[src/rtl/dcc_pkg.sv]
package dcc_pkg;

  // defaults for the top-level parameters
  localparam int MAX_PACKET_BYTES_DEF = 6;
  localparam int FIFO_PACKETS_DEF     = 16;

  // register reset values
  localparam logic [7:0] ONE_HALF_RESET  = 8'd58;
  localparam logic [7:0] ZERO_HALF_RESET = 8'd100;
  localparam logic [5:0] PREAMBLE_RESET  = 6'd22;

  // idle packet
  localparam int         IDLE_LENGTH = 3;
  localparam logic [7:0] IDLE_BYTE_0 = 8'hFF;
  localparam logic [7:0] IDLE_BYTE_1 = 8'h00;
  localparam logic [7:0] IDLE_BYTE_2 = 8'hFF;

  typedef enum logic [2:0] {
    ST_PREAMBLE,
    ST_START,
    ST_DATA,
    ST_GAP,
    ST_END
  } enc_state_t;

  typedef enum logic [1:0] {
    PUSH_NONE   = 2'd0,
    PUSH_OK     = 2'd1,
    PUSH_REJECT = 2'd2
  } push_status_t;

  typedef enum logic [2:0] {
    CFG_OUTPUT_ENABLE   = 3'd0,
    CFG_DRIVE_MODE      = 3'd1,
    CFG_ONE_HALF_TICKS  = 3'd2,
    CFG_ZERO_HALF_TICKS = 3'd3,
    CFG_PREAMBLE_LENGTH = 3'd4
  } cfg_index_t;

  // byte of the idle packet at a given position
  function automatic logic [7:0] idle_byte(input int unsigned idx);
    logic [7:0] b;
    unique case (idx)
      0:       b = IDLE_BYTE_0;
      1:       b = IDLE_BYTE_1;
      2:       b = IDLE_BYTE_2;
      default: b = 8'h00;
    endcase
    return b;
  endfunction

endpackage

[src/rtl/dcc_if.sv]
// input channel: tick or packet-byte push
interface dcc_in_if;
  logic valid;
  logic ready;
  logic op;
  logic [7:0] data_byte;
  logic last_byte;

  modport source (output valid, output op, output data_byte, output last_byte, input ready);
  modport sink (input valid, input op, input data_byte, input last_byte, output ready);
endinterface

// result channel: track levels and push status
interface dcc_out_if import dcc_pkg::*; #(
  parameter int QUEUE_W = $clog2(FIFO_PACKETS_DEF + 1)
);
  logic valid;
  logic ready;
  logic pin_a;
  logic pin_b;
  logic half_phase;
  logic bit_on_track;
  push_status_t push_status;
  logic [QUEUE_W-1:0] queue_used;

  modport source (output valid, output pin_a, output pin_b, output half_phase,
                  output bit_on_track, output push_status, output queue_used,
                  input ready);
  modport sink (input valid, input pin_a, input pin_b, input half_phase,
                input bit_on_track, input push_status, input queue_used,
                output ready);
endinterface

[src/rtl/dcc_track_signal_generator.sv]
// DCC track signal generator. Each transaction on the input channel is either a
// one-microsecond tick or a push of one packet byte; each gives exactly one
// result, registered, the cycle after it is accepted. A new transaction is taken
// every cycle while the result register is empty or being emptied, so the
// sustained rate is one item per clock. Pushed bytes go into a packet store of
// FIFO_PACKETS + 1 slots of MAX_PACKET_BYTES bytes (one memory, one write and one
// registered read port); the extra slot holds the packet now on the track. The
// store needs no clearing pass after reset. The encoder sends the preamble,
// start bits, bytes MSB first and the end bit, then moves to the next queued
// packet or the idle packet. Writing output_enable = 0 forces both pins low and
// returns the encoder to its start point; queued packets are kept.
module dcc_track_signal_generator import dcc_pkg::*; #(
  parameter int MAX_PACKET_BYTES = MAX_PACKET_BYTES_DEF,
  parameter int FIFO_PACKETS     = FIFO_PACKETS_DEF,
  localparam int LEN_W = $clog2(MAX_PACKET_BYTES + 1),
  localparam int CNT_W = $clog2(FIFO_PACKETS + 1)
) (
  input  logic       clk,
  input  logic       rst_n,
  dcc_in_if.sink     in_ch,
  dcc_out_if.source  out_ch,
  input  logic       cfg_we,
  input  logic [2:0] cfg_index,
  input  logic [7:0] cfg_data
);

  logic       enable_r;
  logic       mode_r;
  logic [7:0] one_half_r;
  logic [7:0] zero_half_r;
  logic [5:0] preamble_r;
  logic       home;

  logic             in_ready, accept, tick, push;
  logic             pop, nonempty;
  logic [LEN_W-1:0] rd_idx, head_len;
  logic [7:0]       rd_byte;
  push_status_t     push_status;
  logic [CNT_W-1:0] count_nxt;
  logic             pin_a, pin_b, half_phase, bit_on_track;

  logic             out_valid_r;
  logic             pin_a_r, pin_b_r, half_phase_r, bit_on_track_r;
  push_status_t     push_status_r;
  logic [CNT_W-1:0] queue_used_r;

  // configuration registers
  always_ff @(posedge clk) begin
    if (!rst_n) begin
      enable_r    <= 1'b0;
      mode_r      <= 1'b0;
      one_half_r  <= ONE_HALF_RESET;
      zero_half_r <= ZERO_HALF_RESET;
      preamble_r  <= PREAMBLE_RESET;
    end else if (cfg_we) begin
      unique case (cfg_index_t'(cfg_index))
        CFG_OUTPUT_ENABLE:   enable_r    <= cfg_data[0];
        CFG_DRIVE_MODE:      mode_r      <= cfg_data[0];
        CFG_ONE_HALF_TICKS:  one_half_r  <= cfg_data;
        CFG_ZERO_HALF_TICKS: zero_half_r <= cfg_data;
        CFG_PREAMBLE_LENGTH: preamble_r  <= cfg_data[5:0];
        default: ;
      endcase
    end
  end

  assign home = cfg_we && (cfg_index_t'(cfg_index) == CFG_OUTPUT_ENABLE) && !cfg_data[0];

  // input handshake
  assign in_ready    = !out_valid_r || out_ch.ready;
  assign in_ch.ready = in_ready;
  assign accept      = in_ch.valid && in_ready;
  assign tick        = accept && !in_ch.op;
  assign push        = accept && in_ch.op;

  dcc_fifo #(
    .MAX_PACKET_BYTES(MAX_PACKET_BYTES),
    .FIFO_PACKETS    (FIFO_PACKETS)
  ) u_fifo (
    .clk        (clk),
    .rst_n      (rst_n),
    .push       (push),
    .push_byte  (in_ch.data_byte),
    .push_last  (in_ch.last_byte),
    .pop        (pop),
    .rd_idx     (rd_idx),
    .push_status(push_status),
    .count_nxt  (count_nxt),
    .nonempty   (nonempty),
    .head_len   (head_len),
    .rd_byte    (rd_byte)
  );

  dcc_encoder #(
    .MAX_PACKET_BYTES(MAX_PACKET_BYTES)
  ) u_encoder (
    .clk         (clk),
    .rst_n       (rst_n),
    .tick        (tick),
    .enable      (enable_r),
    .drive_mode  (mode_r),
    .one_half    (one_half_r),
    .zero_half   (zero_half_r),
    .preamble_len(preamble_r),
    .home        (home),
    .nonempty    (nonempty),
    .head_len    (head_len),
    .rd_byte     (rd_byte),
    .pop         (pop),
    .rd_idx      (rd_idx),
    .pin_a       (pin_a),
    .pin_b       (pin_b),
    .half_phase  (half_phase),
    .bit_on_track(bit_on_track)
  );

  // result register
  always_ff @(posedge clk) begin
    if (!rst_n) begin
      out_valid_r <= 1'b0;
    end else if (accept) begin
      out_valid_r <= 1'b1;
    end else if (out_ch.ready) begin
      out_valid_r <= 1'b0;
    end
  end

  always_ff @(posedge clk) begin
    if (accept) begin
      pin_a_r        <= pin_a;
      pin_b_r        <= pin_b;
      half_phase_r   <= half_phase;
      bit_on_track_r <= bit_on_track;
      push_status_r  <= push_status;
      queue_used_r   <= count_nxt;
    end
  end

  assign out_ch.valid        = out_valid_r;
  assign out_ch.pin_a        = pin_a_r;
  assign out_ch.pin_b        = pin_b_r;
  assign out_ch.half_phase   = half_phase_r;
  assign out_ch.bit_on_track = bit_on_track_r;
  assign out_ch.push_status  = push_status_r;
  assign out_ch.queue_used   = queue_used_r;

endmodule

[src/rtl/dcc_fifo.sv]
module dcc_fifo import dcc_pkg::*; #(
  parameter int MAX_PACKET_BYTES = MAX_PACKET_BYTES_DEF,
  parameter int FIFO_PACKETS     = FIFO_PACKETS_DEF,
  localparam int LEN_W  = $clog2(MAX_PACKET_BYTES + 1),
  localparam int CNT_W  = $clog2(FIFO_PACKETS + 1),
  localparam int SLOTS  = FIFO_PACKETS + 1,
  localparam int SLOT_W = $clog2(SLOTS),
  localparam int DEPTH  = SLOTS * MAX_PACKET_BYTES,
  localparam int ADDR_W = $clog2(DEPTH)
) (
  input  logic             clk,
  input  logic             rst_n,
  input  logic             push,
  input  logic [7:0]       push_byte,
  input  logic             push_last,
  input  logic             pop,
  input  logic [LEN_W-1:0] rd_idx,
  output push_status_t     push_status,
  output logic [CNT_W-1:0] count_nxt,
  output logic             nonempty,
  output logic [LEN_W-1:0] head_len,
  output logic [7:0]       rd_byte
);

  // one slot more than the queue holds, so the packet on the track is never overwritten
  logic [7:0]       pkt_mem [DEPTH];
  logic [LEN_W-1:0] len_mem [SLOTS];

  logic [SLOT_W-1:0] head_r, head_nxt;
  logic [SLOT_W-1:0] tail_r, tail_nxt;
  logic [SLOT_W-1:0] active_r, active_nxt;
  logic [CNT_W-1:0]  count_r;
  logic [LEN_W-1:0]  asm_len_r, asm_len_nxt;
  logic [LEN_W-1:0]  len_rd_r;
  logic [7:0]        rd_byte_r;
  logic              reject, wr_en, commit;
  logic [LEN_W-1:0]  new_len;
  logic [ADDR_W-1:0] wr_addr, rd_addr;
  logic [LEN_W-1:0]  rd_ofs;

  function automatic logic [SLOT_W-1:0] slot_inc(input logic [SLOT_W-1:0] p);
    return (p == SLOT_W'(SLOTS - 1)) ? '0 : p + SLOT_W'(1);
  endfunction

  // push and pop control
  always_comb begin
    reject      = (count_r == CNT_W'(FIFO_PACKETS)) ||
                  (asm_len_r == LEN_W'(MAX_PACKET_BYTES));
    new_len     = asm_len_r + LEN_W'(1);
    head_nxt    = head_r;
    tail_nxt    = tail_r;
    active_nxt  = active_r;
    count_nxt   = count_r;
    asm_len_nxt = asm_len_r;
    wr_en       = 1'b0;
    commit      = 1'b0;
    push_status = PUSH_NONE;
    priority if (push) begin
      if (reject) begin
        push_status = PUSH_REJECT;
        asm_len_nxt = '0;
      end else begin
        push_status = PUSH_OK;
        wr_en       = 1'b1;
        asm_len_nxt = new_len;
        if (push_last) begin
          commit      = 1'b1;
          tail_nxt    = slot_inc(tail_r);
          count_nxt   = count_r + CNT_W'(1);
          asm_len_nxt = '0;
        end
      end
    end else if (pop && count_r != '0) begin
      head_nxt   = slot_inc(head_r);
      active_nxt = head_r;
      count_nxt  = count_r - CNT_W'(1);
    end
  end

  // byte addresses
  always_comb begin
    rd_ofs  = (rd_idx < LEN_W'(MAX_PACKET_BYTES)) ? rd_idx : '0;
    wr_addr = ADDR_W'(tail_r) * ADDR_W'(MAX_PACKET_BYTES) + ADDR_W'(asm_len_r);
    rd_addr = ADDR_W'(active_r) * ADDR_W'(MAX_PACKET_BYTES) + ADDR_W'(rd_ofs);
  end

  // packet byte store
  always_ff @(posedge clk) begin
    if (wr_en) begin
      pkt_mem[wr_addr] <= push_byte;
    end
    rd_byte_r <= pkt_mem[rd_addr];
  end

  // packet length store, with bypass when committing into an empty queue
  always_ff @(posedge clk) begin
    if (commit) begin
      len_mem[tail_r] <= new_len;
    end
    if (commit && tail_r == head_r) begin
      len_rd_r <= new_len;
    end else begin
      len_rd_r <= len_mem[head_r];
    end
  end

  // pointers and counts
  always_ff @(posedge clk) begin
    if (!rst_n) begin
      head_r    <= '0;
      tail_r    <= '0;
      active_r  <= '0;
      count_r   <= '0;
      asm_len_r <= '0;
    end else begin
      head_r    <= head_nxt;
      tail_r    <= tail_nxt;
      active_r  <= active_nxt;
      count_r   <= count_nxt;
      asm_len_r <= asm_len_nxt;
    end
  end

  assign nonempty = (count_r != '0);
  assign head_len = len_rd_r;
  assign rd_byte  = rd_byte_r;

endmodule

[src/rtl/dcc_encoder.sv]
module dcc_encoder import dcc_pkg::*; #(
  parameter int MAX_PACKET_BYTES = MAX_PACKET_BYTES_DEF,
  localparam int LEN_W = $clog2(MAX_PACKET_BYTES + 1)
) (
  input  logic             clk,
  input  logic             rst_n,
  input  logic             tick,
  input  logic             enable,
  input  logic             drive_mode,
  input  logic [7:0]       one_half,
  input  logic [7:0]       zero_half,
  input  logic [5:0]       preamble_len,
  input  logic             home,
  input  logic             nonempty,
  input  logic [LEN_W-1:0] head_len,
  input  logic [7:0]       rd_byte,
  output logic             pop,
  output logic [LEN_W-1:0] rd_idx,
  output logic             pin_a,
  output logic             pin_b,
  output logic             half_phase,
  output logic             bit_on_track
);

  enc_state_t       state_r, state_nxt;
  logic [5:0]       bit_cnt_r, bit_cnt_nxt;
  logic [LEN_W-1:0] byte_cnt_r, byte_cnt_nxt;
  logic             cur_bit_r, cur_bit_nxt;
  logic             phase_r, phase_nxt;
  logic [7:0]       timer_r, timer_nxt;
  logic [LEN_W-1:0] act_len_r, act_len_nxt;
  logic             idle_r, idle_nxt;

  // next state: half-bit timing and bit sequencing
  always_comb begin
    logic [7:0]       dur;
    logic [7:0]       t;
    logic [5:0]       pre;
    logic [5:0]       bc;
    logic [7:0]       cur_byte;
    logic [LEN_W-1:0] byte_inc;
    state_nxt    = state_r;
    bit_cnt_nxt  = bit_cnt_r;
    byte_cnt_nxt = byte_cnt_r;
    cur_bit_nxt  = cur_bit_r;
    phase_nxt    = phase_r;
    timer_nxt    = timer_r;
    act_len_nxt  = act_len_r;
    idle_nxt     = idle_r;
    pop          = 1'b0;
    dur          = cur_bit_r ? one_half : zero_half;
    if (dur == 8'd0) begin
      dur = 8'd1;
    end
    t        = timer_r + 8'd1;
    pre      = (preamble_len == 6'd0) ? 6'd1 : preamble_len;
    bc       = bit_cnt_r + 6'd1;
    cur_byte = idle_r ? idle_byte(int'(byte_cnt_r)) : rd_byte;
    byte_inc = byte_cnt_r + LEN_W'(1);
    priority if (home) begin
      state_nxt    = ST_PREAMBLE;
      bit_cnt_nxt  = '0;
      byte_cnt_nxt = '0;
      cur_bit_nxt  = 1'b1;
      phase_nxt    = 1'b0;
      timer_nxt    = '0;
      act_len_nxt  = LEN_W'(IDLE_LENGTH);
      idle_nxt     = 1'b1;
    end else if (tick && enable) begin
      if (t >= dur || t == 8'd0) begin
        timer_nxt = '0;
        phase_nxt = ~phase_r;
        // entering the first half of a new bit
        if (phase_r) begin
          unique case (state_r)
            ST_PREAMBLE: begin
              cur_bit_nxt = 1'b1;
              bit_cnt_nxt = bc;
              if (bc >= pre || bc == 6'd0) begin
                state_nxt = ST_START;
              end
            end
            ST_START: begin
              cur_bit_nxt  = 1'b0;
              state_nxt    = ST_DATA;
              byte_cnt_nxt = '0;
              bit_cnt_nxt  = '0;
            end
            ST_DATA: begin
              cur_bit_nxt = cur_byte[3'd7 - bit_cnt_r[2:0]];
              bit_cnt_nxt = bc;
              if (bit_cnt_r >= 6'd7) begin
                byte_cnt_nxt = byte_inc;
                state_nxt    = (byte_inc >= act_len_r) ? ST_END : ST_GAP;
              end
            end
            ST_GAP: begin
              cur_bit_nxt = 1'b0;
              state_nxt   = ST_DATA;
              bit_cnt_nxt = '0;
            end
            ST_END: begin
              cur_bit_nxt = 1'b1;
              state_nxt   = ST_PREAMBLE;
              bit_cnt_nxt = '0;
              if (nonempty) begin
                pop      = 1'b1;
                idle_nxt = 1'b0;
                if (head_len == '0) begin
                  act_len_nxt = LEN_W'(1);
                end else if (head_len > LEN_W'(MAX_PACKET_BYTES)) begin
                  act_len_nxt = LEN_W'(MAX_PACKET_BYTES);
                end else begin
                  act_len_nxt = head_len;
                end
              end else begin
                idle_nxt    = 1'b1;
                act_len_nxt = LEN_W'(IDLE_LENGTH);
              end
            end
            default: begin
              state_nxt = ST_PREAMBLE;
            end
          endcase
        end
      end else begin
        timer_nxt = t;
      end
    end
  end

  // pin levels for the current half-bit
  always_comb begin
    pin_a        = enable & ~phase_r;
    pin_b        = enable & (drive_mode | phase_r);
    half_phase   = enable & phase_r;
    bit_on_track = cur_bit_r;
  end

  assign rd_idx = byte_cnt_r;

  always_ff @(posedge clk) begin
    if (!rst_n) begin
      state_r    <= ST_PREAMBLE;
      bit_cnt_r  <= '0;
      byte_cnt_r <= '0;
      cur_bit_r  <= 1'b1;
      phase_r    <= 1'b0;
      timer_r    <= '0;
      act_len_r  <= LEN_W'(IDLE_LENGTH);
      idle_r     <= 1'b1;
    end else begin
      state_r    <= state_nxt;
      bit_cnt_r  <= bit_cnt_nxt;
      byte_cnt_r <= byte_cnt_nxt;
      cur_bit_r  <= cur_bit_nxt;
      phase_r    <= phase_nxt;
      timer_r    <= timer_nxt;
      act_len_r  <= act_len_nxt;
      idle_r     <= idle_nxt;
    end
  end

endmodule

[src/flat_wrapper.sv]
// flat-port wrapper written by rule: the top's interface ports become plain ports
module dcc_track_signal_generator_flat import dcc_pkg::*;
#(
  parameter int MAX_PACKET_BYTES = MAX_PACKET_BYTES_DEF,
  parameter int FIFO_PACKETS     = FIFO_PACKETS_DEF,
  localparam int LEN_W = $clog2(MAX_PACKET_BYTES + 1),
  localparam int CNT_W = $clog2(FIFO_PACKETS + 1)
)
  (clk, rst_n, cfg_we, cfg_index, cfg_data, in_ch_valid, in_ch_op, in_ch_data_byte, in_ch_last_byte, in_ch_ready, out_ch_valid, out_ch_pin_a, out_ch_pin_b, out_ch_half_phase, out_ch_bit_on_track, out_ch_push_status, out_ch_queue_used, out_ch_ready);
  dcc_in_if in_ch_i ();
  dcc_out_if out_ch_i ();
  input  logic clk;
  input  logic rst_n;
  input  logic cfg_we;
  input  logic [2:0] cfg_index;
  input  logic [7:0] cfg_data;
  input wire logic [$bits(in_ch_i.valid)-1:0] in_ch_valid;
  input wire logic [$bits(in_ch_i.op)-1:0] in_ch_op;
  input wire logic [$bits(in_ch_i.data_byte)-1:0] in_ch_data_byte;
  input wire logic [$bits(in_ch_i.last_byte)-1:0] in_ch_last_byte;
  output wire logic [$bits(in_ch_i.ready)-1:0] in_ch_ready;
  output wire logic [$bits(out_ch_i.valid)-1:0] out_ch_valid;
  output wire logic [$bits(out_ch_i.pin_a)-1:0] out_ch_pin_a;
  output wire logic [$bits(out_ch_i.pin_b)-1:0] out_ch_pin_b;
  output wire logic [$bits(out_ch_i.half_phase)-1:0] out_ch_half_phase;
  output wire logic [$bits(out_ch_i.bit_on_track)-1:0] out_ch_bit_on_track;
  output wire logic [$bits(out_ch_i.push_status)-1:0] out_ch_push_status;
  output wire logic [$bits(out_ch_i.queue_used)-1:0] out_ch_queue_used;
  input wire logic [$bits(out_ch_i.ready)-1:0] out_ch_ready;
  assign in_ch_i.valid = in_ch_valid;
  assign in_ch_i.op = in_ch_op;
  assign in_ch_i.data_byte = in_ch_data_byte;
  assign in_ch_i.last_byte = in_ch_last_byte;
  assign in_ch_ready = in_ch_i.ready;
  assign out_ch_valid = out_ch_i.valid;
  assign out_ch_pin_a = out_ch_i.pin_a;
  assign out_ch_pin_b = out_ch_i.pin_b;
  assign out_ch_half_phase = out_ch_i.half_phase;
  assign out_ch_bit_on_track = out_ch_i.bit_on_track;
  assign out_ch_push_status = out_ch_i.push_status;
  assign out_ch_queue_used = out_ch_i.queue_used;
  assign out_ch_i.ready = out_ch_ready;
  dcc_track_signal_generator #(.MAX_PACKET_BYTES(MAX_PACKET_BYTES), .FIFO_PACKETS(FIFO_PACKETS)) u_core (.clk(clk), .rst_n(rst_n), .in_ch(in_ch_i), .out_ch(out_ch_i), .cfg_we(cfg_we), .cfg_index(cfg_index), .cfg_data(cfg_data));
endmodule
[config.mk]
export PLATFORM = sky130hd
export DESIGN_NAME = dcc_track_signal_generator_flat
export DESIGN_NICKNAME = d
export VERILOG_FILES = /design/src/rtl/dcc_pkg.sv /design/src/rtl/dcc_if.sv /design/src/rtl/dcc_track_signal_generator.sv /design/src/rtl/dcc_fifo.sv /design/src/rtl/dcc_encoder.sv /design/src/flat_wrapper.sv
export SDC_FILE = /design/constraint.sdc
export NUM_CORES = 1
export LEC_CHECK = 0
export BUFFER_PORTS_ARGS = -buffer_cell sky130_fd_sc_hd__buf_4
export CORE_ASPECT_RATIO = 0.6
export CORE_MARGIN = 2
export CORE_UTILIZATION = 40
export CTS_CLUSTER_DIAMETER = 80
export DETAILED_ROUTE_END_ITERATION = 8
export PLACE_DENSITY = 0.61
export SETUP_SLACK_MARGIN = 0.02
export SYNTH_ARGS = -nofsm -noshare
export SYNTH_HDL_FRONTEND = slang
export SYNTH_SLANG_ARGS = --single-unit
[constraint.sdc]
create_clock -name clk -period 3.2 [get_ports clk]
set_input_delay 0 -clock clk [delete_from_list [all_inputs] [get_ports clk]]
set_output_delay 0 -clock clk [all_outputs]
set_load 0.05 [all_outputs]
# Word-level counts from Yosys, hierarchy flattened
# Memories as Yosys holds them, arrays and structs flattened. A register that Yosys moved wholly into a read port is not among the register bits.
# Index checks and enable logic that the tools add are counted.
[classes]
multipliers = 2
eq_ne = 15
mux = 47
addsub = 11
reduce_logical = 46
bitwise_logic = 8
order_cmp = 7
[op_table]
columns = ["op", "n"]
rows = [
  ["$mux 8", 5],
  ["$mux 3", 10],
  ["$mux 5", 6],
  ["$mux 1", 19],
  ["$logic_not 8->1", 2],
  ["$add 5x1->5 const B", 3],
  ["$eq 3x2->1 const B", 5],
  ["$eq 5x5->1 const B", 3],
  ["$add 7x3->7", 2],
  ["$reduce_and 2->1", 7],
  ["$logic_not 3->1", 4],
  ["$logic_not 6->1", 2],
  ["$mul 5x2->6 const B", 2],
  ["$pmux 6 s2", 1],
  ["$reduce_and 4->1", 3],
  ["$reduce_and 5->1", 2],
  ["$reduce_or 2->1", 5],
  ["$eq 3x3->1 const B", 3],
  ["$pmux 3 s3", 1],
  ["$add 8x1->8 const B", 1],
  ["$ge 8x8->1", 1],
  ["$logic_and 1x1->1", 7],
  ["$add 3x1->3 const B", 2],
  ["$add 6x1->6 const B", 1],
  ["other kinds (25)", 39],
]
[totals]
n_memories = 2
register_bits = 85
word_cells = 163
mem_bits_rw = 867
inputBits = 26
[memory_table]
columns = ["name", "words", "width", "read_ports", "rd_ports_with_merged_regs", "write_ports", "line_no", "source"]
rows = [
  ["u_core.u_fifo.pkt_mem", 102, 8, 1, 1, 1, "dcc_fifo.sv:26", "logic [7:0] pkt_mem [DEPTH];"],
  ["u_core.u_fifo.len_mem", 17, 3, 1, 1, 1, "dcc_fifo.sv:27", "logic [LEN_W-1:0] len_mem [SLOTS];"],
]

# Depth between registers and ports, before layout
[logic_depth]
depth_word = 11
ltp_mapped = 13

# Hierarchy
# Synthesis repeated with hierarchy kept, for this count alone.
[unflattened]
cells_unflattened = 2725
hier_area_um2 = 40198.6
[modules_own_cells]
columns = ["module", "cells_each", "instances", "area_each_um2", "seq_area_each_um2"]
rows = [
  ["dcc_fifo", 2351, 1, 36573.8, 26755.7],
  ["dcc_encoder", 256, 1, 2223.4, 520.5],
  ["dcc_track_signal_generator", 118, 1, 1401.3, 830.8],
]

# Worst setup path before layout
# OpenSTA, ideal clock, no wires.
[synth_path]
path_type = "register -> register"
startpoint = "register u_core.u_encoder.cur_bit_r (netlist: u_core.u_encoder.bit_on_track)"
endpoint = "register u_core.queue_used_r[1] (netlist: u_core.out_ch.queue_used[1]) (data pin)"
slack_ns = -0.219
arrival_ns = 3.154
stages_incl_launch_ff = 13
synth_period_minus_slack_ns = 3.419
cell_sequence = "dfxtp_1 -> clkbuf_1 -> mux2i_1 -> nand4_1 -> o21ai_0 -> ha_1 -> nand2b_1 -> a21o_1 -> a2111oi_0 -> o31a_1 -> a211o_1 -> nor3_1 -> or3_1"
[synth_via]
elab_chain_len = 11
[synth_rtl]
columns = ["element", "line_no", "source"]
rows = [
  ["start: declaration", "dcc_encoder.sv:28", "logic cur_bit_r, cur_bit_nxt;"],
  ["start signal: assignment", "dcc_encoder.sv:156", "cur_bit_r <= cur_bit_nxt;"],
  ["$mux 8 *", "dcc_encoder.sv:51", "dur = cur_bit_r ? one_half : zero_half;"],
  ["$logic_not 8->1", "dcc_encoder.sv:52", "if (dur == 8'd0) begin"],
  ["$mux 8 *", "dcc_encoder.sv:52", ""],
  ["$ge 8x8->1 *", "dcc_encoder.sv:70", "if (t >= dur || t == 8'd0) begin"],
  ["$logic_or 1x1->1 *", "dcc_encoder.sv:70", ""],
  ["$mux 1 *", "dcc_encoder.sv:70", ""],
  ["$mux 1 *", "dcc_encoder.sv:69", "end else if (tick && enable) begin"],
  ["$mux 1 *", "dcc_encoder.sv:60", "priority if (home) begin"],
  ["$logic_and 1x1->1 *", "dcc_fifo.sv:73", "end else if (pop && count_r != '0) begin"],
  ["$mux 5 *", "dcc_fifo.sv:73", ""],
  ["$mux 5 *", "dcc_fifo.sv:58", "priority if (push) begin"],
  ["via u_core.count_nxt[1]", "dcc_track_signal_generator.sv:39", "logic [CNT_W-1:0] count_nxt;"],
  ["end signal: assignment", "dcc_track_signal_generator.sv:135", "queue_used_r <= count_nxt;"],
  ["end: declaration", "dcc_track_signal_generator.sv:45", "logic [CNT_W-1:0] queue_used_r;"],
]
# Mark *: on every way through the listed nets, which the timed path passes. The rest lies on a longest branch.
# A chain may end at the register's enable or synchronous reset.

# Worst setup path in the final report
# Ends and elaborated chain as after synthesis.

==> results.cfg <==
[outcome]
status = finished, violations left
failed_checks = negative setup slack

[layout]
syn_to_final_growth_pct = 20.4
fill_cells = 8124
utilization = 0.486
final_cells = 4138
final_nets = 2820
layout-drive-gt1-share = 0.269
antennaDiodeCount = 0

[floorplan]
die-area_sq_um = 102000
fp.dieH_microns = 248
initial_core_util = 0.404
num_io_pins = 39
rows = 89
core_sq_um = 98200
dieWidth_microns = 410

[detailed_routing]
wire_per_inst_microns = 24.8
ant_nets = 0
num_vias = 23500
drc = 0
via_per_inst = 5.68
drtIter0Drc = 2784
routed_wl_microns = 102000
first_pass_iters = 6

[logic_synthesis]
synth_cell_types = 77
yosysWarnings = 0
synth_seq_area_share = 0.709
ys_ff_latch = 965
synth_nets = 2467
synth_top_area_share = 0.665
syn_area_per_cell_sq_um = 16.6
synth_area_leader_cell = edfxtp_1
syn_inst = 2390
synth_edf_count = 878
synth_common_cells = edfxtp_1 (878), nand2_1 (200), nor2_1 (172)
async_flop_share = 0
ys.flop_type = edfxtp_1
synth.area.top_cells = edfxtp_1 (67%), mux4_2 (9.2%), dfxtp_1 (4.4%)
synth_area_sq_um = 39600
post-synth-top-count-cell = edfxtp_1

[sta]
finalCritPeriodShare = 1.02
max_slew.worst_pin.slew_ps = 1010
rsz0062_at_grt = yes
fmax_mhz = 307
tns_ps = -75.6
slew_headroom = 0.329
fin_crit_ps = 3260
final.setup_skew_ps = 45.4
finalSetupViolations = 2
fin_ws_ps = -56.9
slew_violations = 0
finalHoldViolations = 0

[placed_design]
gp_congestion = 0.872
port-buffer-count = 38
post-place-cells = 3920
hpwl_microns = 67100
dp_slack_ps = -272

[grt]
grt-ovfl-total = 0
grt_pass1_vias = 23000
grt_pass1_wl_microns = 152000
grt_max_degree = 79
grt_antenna_before_repair = 2
grtUsageTotal = 0.202

[clocking]
clkSlewWorstSetupHoldPaths_ps = 70
cts.sinks = 965
cts_buffers = 88
clockRootBuffer = clkbuf_16
cts_max_path_buffers = 3
h-tree-depth = 3
tritoncts = yes
clkLatencyLatePin_ps = 690

[critical_path]
critPathMaxFanout = 5
end_kind = flip-flop
start_kind = flip-flop
worstPathArrival_ps = 3690
crit_type = reg -> reg
crit_required_ps = 3630

[power]
leakage_nw = 16.4
ir_worst_vdd_mv = 0.567
powerDensity_nw_per_um2 = 563

[min_path]
min_path_type = in -> reg

[job]
maxCapViolations = 0
## through the flow
stage	hold slack, ps	area [sq um]	total power [mW]
after floorplan	98.9	39600	15.0
after global placement	225	43500	15.7
after detailed placement	230	43500	15.7
after CTS	8.48	47400	27.0
after global routing	133	47700	27.6
final	79.1	47700	26.9
## layout by cell type (no fill, tap or decap), drive strengths merged, types with 10 or more instances in the layout
master / Yosys / final
a32oi: 30 / 30
nor2: 172 / 172
mux2i: 123 / 123
xor2: 14 / 14
nor4: 14 / 14
o22ai: 23 / 23
nand3: 75 / 75
a21oi: 44 / 44
a22oi: 28 / 28
ha: 47 / 47
clkinv: 0 / 37
xnor2: 20 / 20
nor3: 19 / 19
o21ai: 61 / 61
inv: 35 / 40
edfxtp: 878 / 878
bufinv: 0 / 15
dfxtp: 87 / 87
a21boi: 19 / 19
buf: 47 / 346
o211ai: 10 / 10
and3: 13 / 13
dlygate4sd3: 0 / 42
a21o: 15 / 15
nand2: 200 / 200
clkbuf: 78 / 100
mux4: 164 / 164
nor2b: 12 / 12
and2: 21 / 21
nand2b: 11 / 11
## timing repair
| item | CTS | global route |
|---|---|---|
| setup endpoints to repair | 272 | 791 |
| pin swaps | 10 | 27 |
| endpoints found under the hold margin | 388 | 0 |
| gates resized for setup | 52 | 86 |
| cloned | 2 | 0 |
| setup buffers | 6 | 4 |
| hold buffers | 42 | 0 |
## cells by family (layout without fill, tap and decap cells)
kind of cell / count (synthesis) / count (layout) / share of synthesized area
multiplexers: 293 / 293 / 0.126
flip-flops: 965 / 965 / 0.709
adder cells (fa/ha/maj): 52 / 52 / 0.0171
XOR/XNOR: 34 / 34 / 0.00751
AND/OR/NAND/NOR: 581 / 581 / 0.0669
buffers and inverters: 160 / 589 / 0.0200
AO/OA/AOI/OAI: 305 / 305 / 0.0531
## flip-flops by register name, indices dropped and copies added (netlist names), 5 cells and up, named ones only
name / count
u_core.u_fifo.pkt_mem: 816
u_core.u_fifo.tail_r: 5
u_core.u_fifo.count_r: 5
u_core.u_fifo.len_mem: 51
u_core.u_encoder.bit_cnt_r: 6
u_core.u_encoder.timer_r: 8
u_core.one_half_r: 8
u_core.preamble_r: 6
u_core.out_ch.queue_used: 5
u_core.zero_half_r: 8
u_core.u_fifo.head_r: 5
u_core.u_fifo.active_r: 5
u_core.u_fifo.rd_byte: 8
## routing by layer
metal  track usage  part of all wire  routed length [microns]  vias up
met5             0                 0                        0        -
met4        0.0504             0.019                     1990        0
met3        0.0498             0.099                    10100      139
met2         0.284              0.42                    43100     1085
met1         0.310              0.46                    47300    12100
li1              -                 -                        -    10200
## power by group
group / internal (mW) / switching, mW / leakage, nW
clock network: 6.42 / 4.90 / 1.49
registers: 13.8 / 0.0247 / 8.60
logic: 0.717 / 1.02 / 6.34
total: 20.9 / 5.94 / 16.4
## worst max-delay path: stages (launching register included)
cell       delay (ps)
dfxtp_4           400
buf_12            160
mux2i_4           240
nand4_1           170
o21ai_2           200
ha_1              260
nand2b_4          140
a21o_1            180
a2111oi_4         350
o31a_1            210
buf_6             130
a211o_4           160
nor3_1             60
or3_1             340
## final timing paths
path,to,slack [ps],depth (start not counted),start
worst max-delay path,u_core.out_ch.queue_used[1]$_DFFE_PP_,-60,13,u_core.u_encoder.bit_on_track$_SDFFE_PP1P_
worst min register to register,flip-flop,410,0,u_core.u_fifo.head_r[4]$_SDFFE_PN0P_
worst min-delay path,u_core.out_ch.push_status[0]$_SDFFCE_PN0P_,80,4,out_ch_ready
worst max register to register,u_core.out_ch.queue_used[1]$_DFFE_PP_,-60,13,u_core.u_encoder.bit_on_track$_SDFFE_PP1P_
## layout make-up
type,count,area (sq um),share of cell area
clock inverter,66,867,0.0182
clock buffer,100,2270,0.0475
multi-input combinational,1265,11300,0.237
inverter,35,131,0.00275
tap,1319,1650,0.0346
sequential,965,28100,0.589
timing repair buffer,388,3380,0.0708
No activity file was read; power rests on OpenSTA's default activity.
